===== config.mk =====
export PLATFORM = sky130hd
export DESIGN_NAME = g2o_ram
export DESIGN_NICKNAME = d
export VERILOG_FILES = /design/src/rtl/core/g2o_ram.sv
export SDC_FILE = /design/constraint.sdc
export NUM_CORES = 1
export LEC_CHECK = 0
export ABC_AREA = 0
export ABC_CLOCK_PERIOD_IN_PS = 1700
export BUFFER_PORTS_ARGS = -buffer_cell sky130_fd_sc_hd__buf_2
export CAP_MARGIN = 20
export CORE_MARGIN = 2
export CORE_UTILIZATION = 40
export CTS_CLUSTER_SIZE = 14
export DETAILED_ROUTE_END_ITERATION = 8
export GPL_ROUTABILITY_DRIVEN = 0
export PLACE_DENSITY = 0.57
export SLEW_MARGIN = 25
export SYNTH_ARGS = -nofsm -noshare
export SYNTH_HDL_FRONTEND = slang
export SYNTH_SLANG_ARGS = --single-unit

===== constraint.sdc =====
create_clock -name i_clk -period 1.7 [get_ports i_clk]
set_input_delay 0.34 -clock i_clk [delete_from_list [all_inputs] [get_ports i_clk]]
set_output_delay 0.34 -clock i_clk [all_outputs]
set_load 0.02 [all_outputs]

===== src/rtl/core/g2o_ram.sv =====
module g2o_ram #(
    parameter int W = 8,
    parameter int D = 16
) (
    input  logic                              i_clk,
    input  logic                              i_we,
    input  logic [((D > 1) ? $clog2(D) : 1)-1:0] i_waddr,
    input  logic [W-1:0]                      i_wdata,
    input  logic                              i_re,
    input  logic [((D > 1) ? $clog2(D) : 1)-1:0] i_raddr,
    output logic [W-1:0]                      o_rdata
);

    logic [W-1:0] r_mem [D];
    logic [W-1:0] r_rdata;

    always_ff @(posedge i_clk) begin
        if (i_we) begin
            r_mem[i_waddr] <= i_wdata;
        end
        if (i_re) begin
            r_rdata <= r_mem[i_raddr];
        end
    end

    assign o_rdata = r_rdata;

endmodule


==> results of run 1 <==
## cells by family after synthesis
family                 Yosys count  share of synthesized area [%]
flip-flops                     136                           78.1
AND/OR/NAND/NOR                 35                           3.14
multiplexers                    32                           14.8
buffers and inverters           10                           1.65
AO/OA/AOI/OAI                   16                           2.30
## Yosys cell counts
cell,n
or3b_2,1
nand3b_1,2
clkdlybuf4s25_2,3
and2b_1,1
a22oi_1,16
buf_2,3
mux4_2,18
edfxtp_1,136
buf_6,3
nor2_1,13
nand2_1,9
nand3_1,1
mux4_1,14
nand2b_1,2
and2_1,1
nor2b_1,1
nor3_1,4
buf_4,1
## placed cells by master (no fill, tap or decap)
master      instances
edfxtp_1          136
buf_2              26
buf_4              19
mux4_2             18
clkbuf_16          17
a22oi_1            16
mux4_1             14
nor2_1             13
nand2_1             9
clkinv_1            4
bufinv_16           4
buf_12              4
nor3_1              3
clkinv_2            3
nand3b_1            2
nand2b_1            2
clkbuf_1            2
nor2b_1             1
and2_1              1
and2b_1             1
nand3_1             1
or3b_2              1
nor3_2              1
clkinvlp_4          1
## registers in the layout, indices dropped and copies added (netlist names)
name / flops
o_rdata: 8
r_mem: 128
## routing by layer
layer	vias to the layer above	global-route usage (%)	wire [um]
met5	-	0	0
met4	0	4.97	93
met3	6	4.34	465
met2	62	25.0	5080
met1	1270	20.6	4370
li1	1095	-	-
## cell type report
class	count	area, um^2
Clock buffer	19	433
Clock inverter	12	158
Fill cell	1018	6370
Multi-Input combinational cell	83	1060
Sequential cell	136	4080
Tap cell	172	215
Timing Repair Buffer	49	353
## worst max-delay path, stage by stage, from the launching register on
cell and delay, ns:
edfxtp_1 0.35, mux4_1 0.52, a22oi_1 0.24, buf_4 0.15
nand2_1 0.06
## final timing paths
kind                      to  cells after the start  slack [ns]        start
setup / recovery  o_rdata[0]                      4        0.13  r_mem[1][0]
hold / removal    o_rdata[6]                      1        0.32         i_re
setup reg to reg  o_rdata[0]                      4        0.13  r_mem[1][0]
hold reg to reg   o_rdata[4]                      3        0.75  r_mem[4][4]
## report_power, final
group,switching (uW),internal [uW],total (uW)
logic,215,161,376
registers,17.0,3780,3800
clock network,1240,2410,3650
total,1470,6360,7820
## stage by stage
stage          instances  TNS [ns]  instance area, um^2  hold WS (ns)  setup slack (ns)
3_5_place_dp         440     -1.47                 5710         0.740            -0.274
6_report             471         0                 6300         0.321             0.133
5_1_grt              471         0                 6300         0.313            0.0468
3_3_place_gp         440     -1.56                 5710         0.730            -0.294
2_1_floorplan        229         0                 5230         0.439            0.0776
4_1_cts              471         0                 6300         0.313            0.0955
==> results.ini, run 1 <==
[outcome]
status = complete, no violations

[route]
first_iter_violations = 157
vias = 2433
firstDrtPassIters = 5
viasPerCell = 5.17
ant_nets = 0
routed_wl_um = 10000
drc_errors = 0
routedWlPerCell_um = 21.3

[cts]
clk_pin_slew_ns = 0.05
cts_resized = 0
post_cts_buffers = 0
cts.sinks = 136
cts_tree = done
htree_num_levels = 4
clock_latency_ns = 0.40
holdBufCountCts = 0
cts_buffers = 17
clockBufferDepth = 2
root_buffer = clkbuf_16

[global_route]
grt_pass1_vias = 2591
grt_max_degree = 24
grt_overflow_total = 0
antenna_found_initial = 0
grt.total_usage_pct = 15.5
grt_first_pass_wirelength_um = 15400

[placement]
portBuffers = 26
hpwlAfterDp_um = 6340

[floorplanning]
die_y_um = 118
core-area_um2 = 12700
ios = 27
initial_utilization_pct = 41.3
rows = 41
die-area_um2 = 14000
die_w_um = 118

[critical_path]
crit_path_end_kind = register
worst-path-max-fanout = 1
crit_required_ns = 1.84
arrival_ns = 1.71
start_kind = register
worstSetupPathType = reg -> reg

[sta]
drv_slew = 0
setup_viol = 0
final.period_utilization_pct = 92.2
clock_skew_ns = 0.00541
relSlewSlack_pct = 44.3
final_hold_viol_count = 0
fin_crit_ns = 1.57
fmax_mhz = 638
tightest_slew_ns = 0.833
rsz0062_at_grt = false

[yosys]
ys_warn_count = 0
ys_ff_latch = 136
netlist_instances = 229
netlist_area_um2 = 5230
syn-num-nets = 248
netlist_top_cells_area = edfxtp_1 78%, mux4_2 7.8%, mux4_1 7.0%, a22oi_1 2.3%, nor2_1 0.93%
syn_avg_cell_area_um2 = 22.8
synth.top_cell.area_share_pct = 78.1
synth_seq_area_share_pct = 78.1
synth_cell_types = 18
synth_area_leader_cell = edfxtp_1

[pwr]
peakVddDrop_mv = 0.642
power.density_nw_per_um2 = 1240
power_uw = 7820
leakage_uw = 0.00213

[layout]
drive_gt1_share_pct = 31.4
antenna_cells = 0
nNetsFinal = 306
final_util_pct = 49.8
area_delta_synth_final_pct = 20.6

[run]
max-cap-violations = 0

[hold_path]
hp-class = in -> reg

Power figures use the tool's default switching activity.
==> run 2: changes to the inputs <==
--- a/config.mk
+++ b/config.mk
@@ -5,16 +5,16 @@
 export SDC_FILE = /design/constraint.sdc
 export NUM_CORES = 1
 export LEC_CHECK = 0
-export ABC_AREA = 0
+export ABC_AREA = 1
 export ABC_CLOCK_PERIOD_IN_PS = 1700
 export BUFFER_PORTS_ARGS = -buffer_cell sky130_fd_sc_hd__buf_2
 export CAP_MARGIN = 20
-export CORE_MARGIN = 2
-export CORE_UTILIZATION = 40
+export CORE_MARGIN = 1.5
+export CORE_UTILIZATION = 50
 export CTS_CLUSTER_SIZE = 14
 export DETAILED_ROUTE_END_ITERATION = 8
 export GPL_ROUTABILITY_DRIVEN = 0
-export PLACE_DENSITY = 0.57
+export PLACE_DENSITY = 0.69
 export SLEW_MARGIN = 25
 export SYNTH_ARGS = -nofsm -noshare
 export SYNTH_HDL_FRONTEND = slang
==> run 2 against run 1 <==
Against the previous run:
- synthesized cell count grew 140%
- die area shrank 12%
- critical endpoint is now o_rdata[4]
- largest power group unchanged
- first-iteration DRC count grew 140%
- global-route usage grew 6.7 points
- count of clock-buffer cells in the layout shrank 2
==> results.ini, run 2 <==
[outcome]
status = complete, no violations

[critical_path]
path_buf_inv = 1  ; unchanged
reg2reg_to = o_rdata[6]
worst-path-max-fanout = 1  ; unchanged
worstSetupPathType = reg -> out
cp_slowest_cell = edfxtp_1
start_kind = register
arrival_ns = 1.04  ; -0.67 ns
r2r_cells = 6  ; +2
crit_chain = buf_2
slowest_delay_ns = 0.44  ; -0.08 ns
crit_path_end_kind = output pin
r2r_setup_slack_ns = 0.54  ; +0.41 ns
crit_required_ns = 1.36  ; -0.48 ns
crit_family = flip-flops
reg2reg_from = r_mem[14][6]

[route]
firstDrtPassIters = 7  ; +2
first_iter_violations = 381  ; +140%
drc_errors = 0  ; unchanged
routedWlPerCell_um = 17.4  ; -18%
viasPerCell = 5.28  ; +2.3%
routed_wl_um = 13000  ; +30%
ant_nets = 0  ; unchanged
vias = 3958  ; +63%

[cts]
clk_pin_slew_ns = 0.06  ; about the same
holdBufCountCts = 0  ; unchanged
root_buffer = clkbuf_16
htree_num_levels = 4  ; unchanged
cts_tree = done
cts.sinks = 136  ; unchanged
post_cts_buffers = 0  ; unchanged
cts_buffers = 17  ; unchanged
cts_resized = 0  ; unchanged
clock_latency_ns = 0.41  ; about the same
clockBufferDepth = 2  ; unchanged

[run]
max-cap-violations = 0  ; unchanged

[hold_path]
hold_path_depth = 1  ; unchanged
hold_end = o_rdata[7]
hp-class = in -> reg
min_from = i_re

[sta]
setup_ws_ns = 0.322  ; +0.189 ns
clock_skew_ns = 0.00979  ; +0.00438 ns
rsz0062_at_grt = false
fin_setup_tns_ns = 0  ; unchanged
setup_viol = 0  ; unchanged
relSlewSlack_pct = 57.9  ; +14 points
tightest_slew_ns = 0.631  ; -0.203 ns
drv_slew = 0  ; unchanged
fin_crit_ns = 1.38  ; -0.189 ns
fmax_mhz = 726  ; +14%
final_hold_viol_count = 0  ; unchanged
final.period_utilization_pct = 81.1  ; -11 points

[floorplanning]
die_y_um = 111  ; -6.1%
core-area_um2 = 11400  ; -9.9%
ios = 27  ; unchanged
die_w_um = 111  ; -6.1%
initial_utilization_pct = 51.2  ; +9.9 points
die-area_um2 = 12400  ; -12%
rows = 39  ; -4.9%

[layout]
nNetsFinal = 614  ; +100%
final_area_um2 = 6810  ; +7.9%
largest_reg_flops = 128  ; unchanged
antenna_cells = 0  ; unchanged
drive_gt1_share_pct = 13.0  ; -18 points
top_register = r_mem
area_delta_synth_final_pct = 16.4
mostFrequentLayoutCells = 173 x nand2_1, 136 x edfxtp_1, 100 x inv_1, 97 x nand3_1, 26 x buf_2
layout_commonest_cell = nand2_1

[pwr]
power.density_nw_per_um2 = 1180  ; -4.7%
leakage_uw = 0.00296  ; +39%
peakVddDrop_mv = 0.656  ; +2.2%
power_uw = 8040  ; +2.8%

[yosys]
ys_ff_latch = 136  ; unchanged
syn_avg_cell_area_um2 = 10.6  ; -54%
netlist_area_um2 = 5850  ; +12%
synth_seq_area_share_pct = 69.8  ; -8.3 points
synth_cell_types = 11  ; -7
synthArstFlopShare_pct = 0  ; unchanged
ys_warn_count = 0  ; unchanged
synth_edf_count = 136  ; unchanged
yosysMostFrequentCell = nand2_1
syn-num-nets = 570  ; +130%
synth_area_leader_cell = edfxtp_1
netlist_instances = 551  ; +140%
netlist_top_cells_area = edfxtp_1 70%, nand2_1 11%, nand3_1 8.3%, inv_1 6.4%, buf_6 1.2%
yosys_most_used_dff = edfxtp_1
synth_common_cells = 173 x nand2_1, 136 x edfxtp_1, 100 x inv_1, 97 x nand3_1, 17 x nor2_1
synth.top_cell.area_share_pct = 69.8  ; -8.3 points

[global_route]
antenna_found_initial = 0  ; unchanged
grt_first_pass_wirelength_um = 20300  ; +32%
grt_overflow_total = 0  ; unchanged
grt_max_degree = 65  ; +170%
grt_pass1_vias = 3844  ; +48%
grt.total_usage_pct = 22.2  ; +6.7 points

[placement]
hpwlAfterDp_um = 7910  ; +25%
postPlaceCellArea_um2 = 6200  ; +8.5%
portBuffers = 26  ; unchanged
post-place-ws_ns = 0.125  ; +0.399 ns

[run 2: cell types whose count changed after synthesis, moves of 10 or more]
| cell | change |
|---|---|
| buf_2 | +10 |
| mux4_1 | -14 |
| mux4_2 | -18 |
| nand3_1 | +96 |
| inv_1 | +100 |
| a22oi_1 | -16 |
| nand2_1 | +164 |
[run 2: layout make-up]
class | count | area (um^2)
flip-flops and latches | 136 | 4080
clock buffers | 17 | 425
repair buffers | 49 | 340
fillers | 926 | 4610
inverters | 102 | 383
multi-input cells | 289 | 1210
clock inverters | 13 | 180
well taps | 143 | 179
[run 2: cell families (layout without fill, tap and decap cells)]
group	after synthesis	in the layout	share of synthesized area, %
flip-flops	136	136	69.8
AND/OR/NAND/NOR	289	289	20.8
buffers and inverters	126	181	9.39
[run 2: through the flow]
| step | utilization, % | hold WS, ns | std cells |
|---|---|---|---|
| after floorplan | - | 0.439 | 551 |
| after global placement | 54.3 | 0.709 | 719 |
| after detailed placement | 54.3 | 0.720 | 719 |
| after CTS | 59.6 | 0.292 | 749 |
| after global routing | 59.6 | 0.289 | 749 |
| final | 59.6 | 0.308 | 749 |
[run 2: worst max-delay path by stage]
stage	from	endpoint	slack, ns	cells past startpoint
finish	o_rdata[4]	o_rdata[4]	0.32	1
global route	o_rdata[3]	o_rdata[3]	0.31	1
global placement	i_raddr[1]	o_rdata[7]	0.14	6
detailed placement	i_raddr[0]	o_rdata[6]	0.13	8
CTS	o_rdata[4]	o_rdata[4]	0.33	1
floorplan	i_waddr[2]	r_mem[10][0]	0.41	2
[run 2: routing by layer]
metal | vias up | global-route usage, % | part of all wire [%]
li1 | 1867 | - | -
met1 | 1899 | 30.5 | 43
met2 | 176 | 35.1 | 49
met3 | 16 | 5.52 | 6.5
met4 | 0 | 7.26 | 1.4
met5 | - | 0 | 0
[run 2: power by group]
group	switching (uW)	leakage (uW)	internal, uW
Sequential	25.2	0.00124	3780
Clock	1330	0.000294	2430
Combinational	338	0.00143	140
[run 2: worst reg2reg max path, stage by stage, from the launching register on]
cell and delay, ns:
edfxtp_1 0.37, inv_1 0.06, nand2_1 0.05, nand3_1 0.09
nand3_1 0.11, nand3_1 0.16, nand2_1 0.06
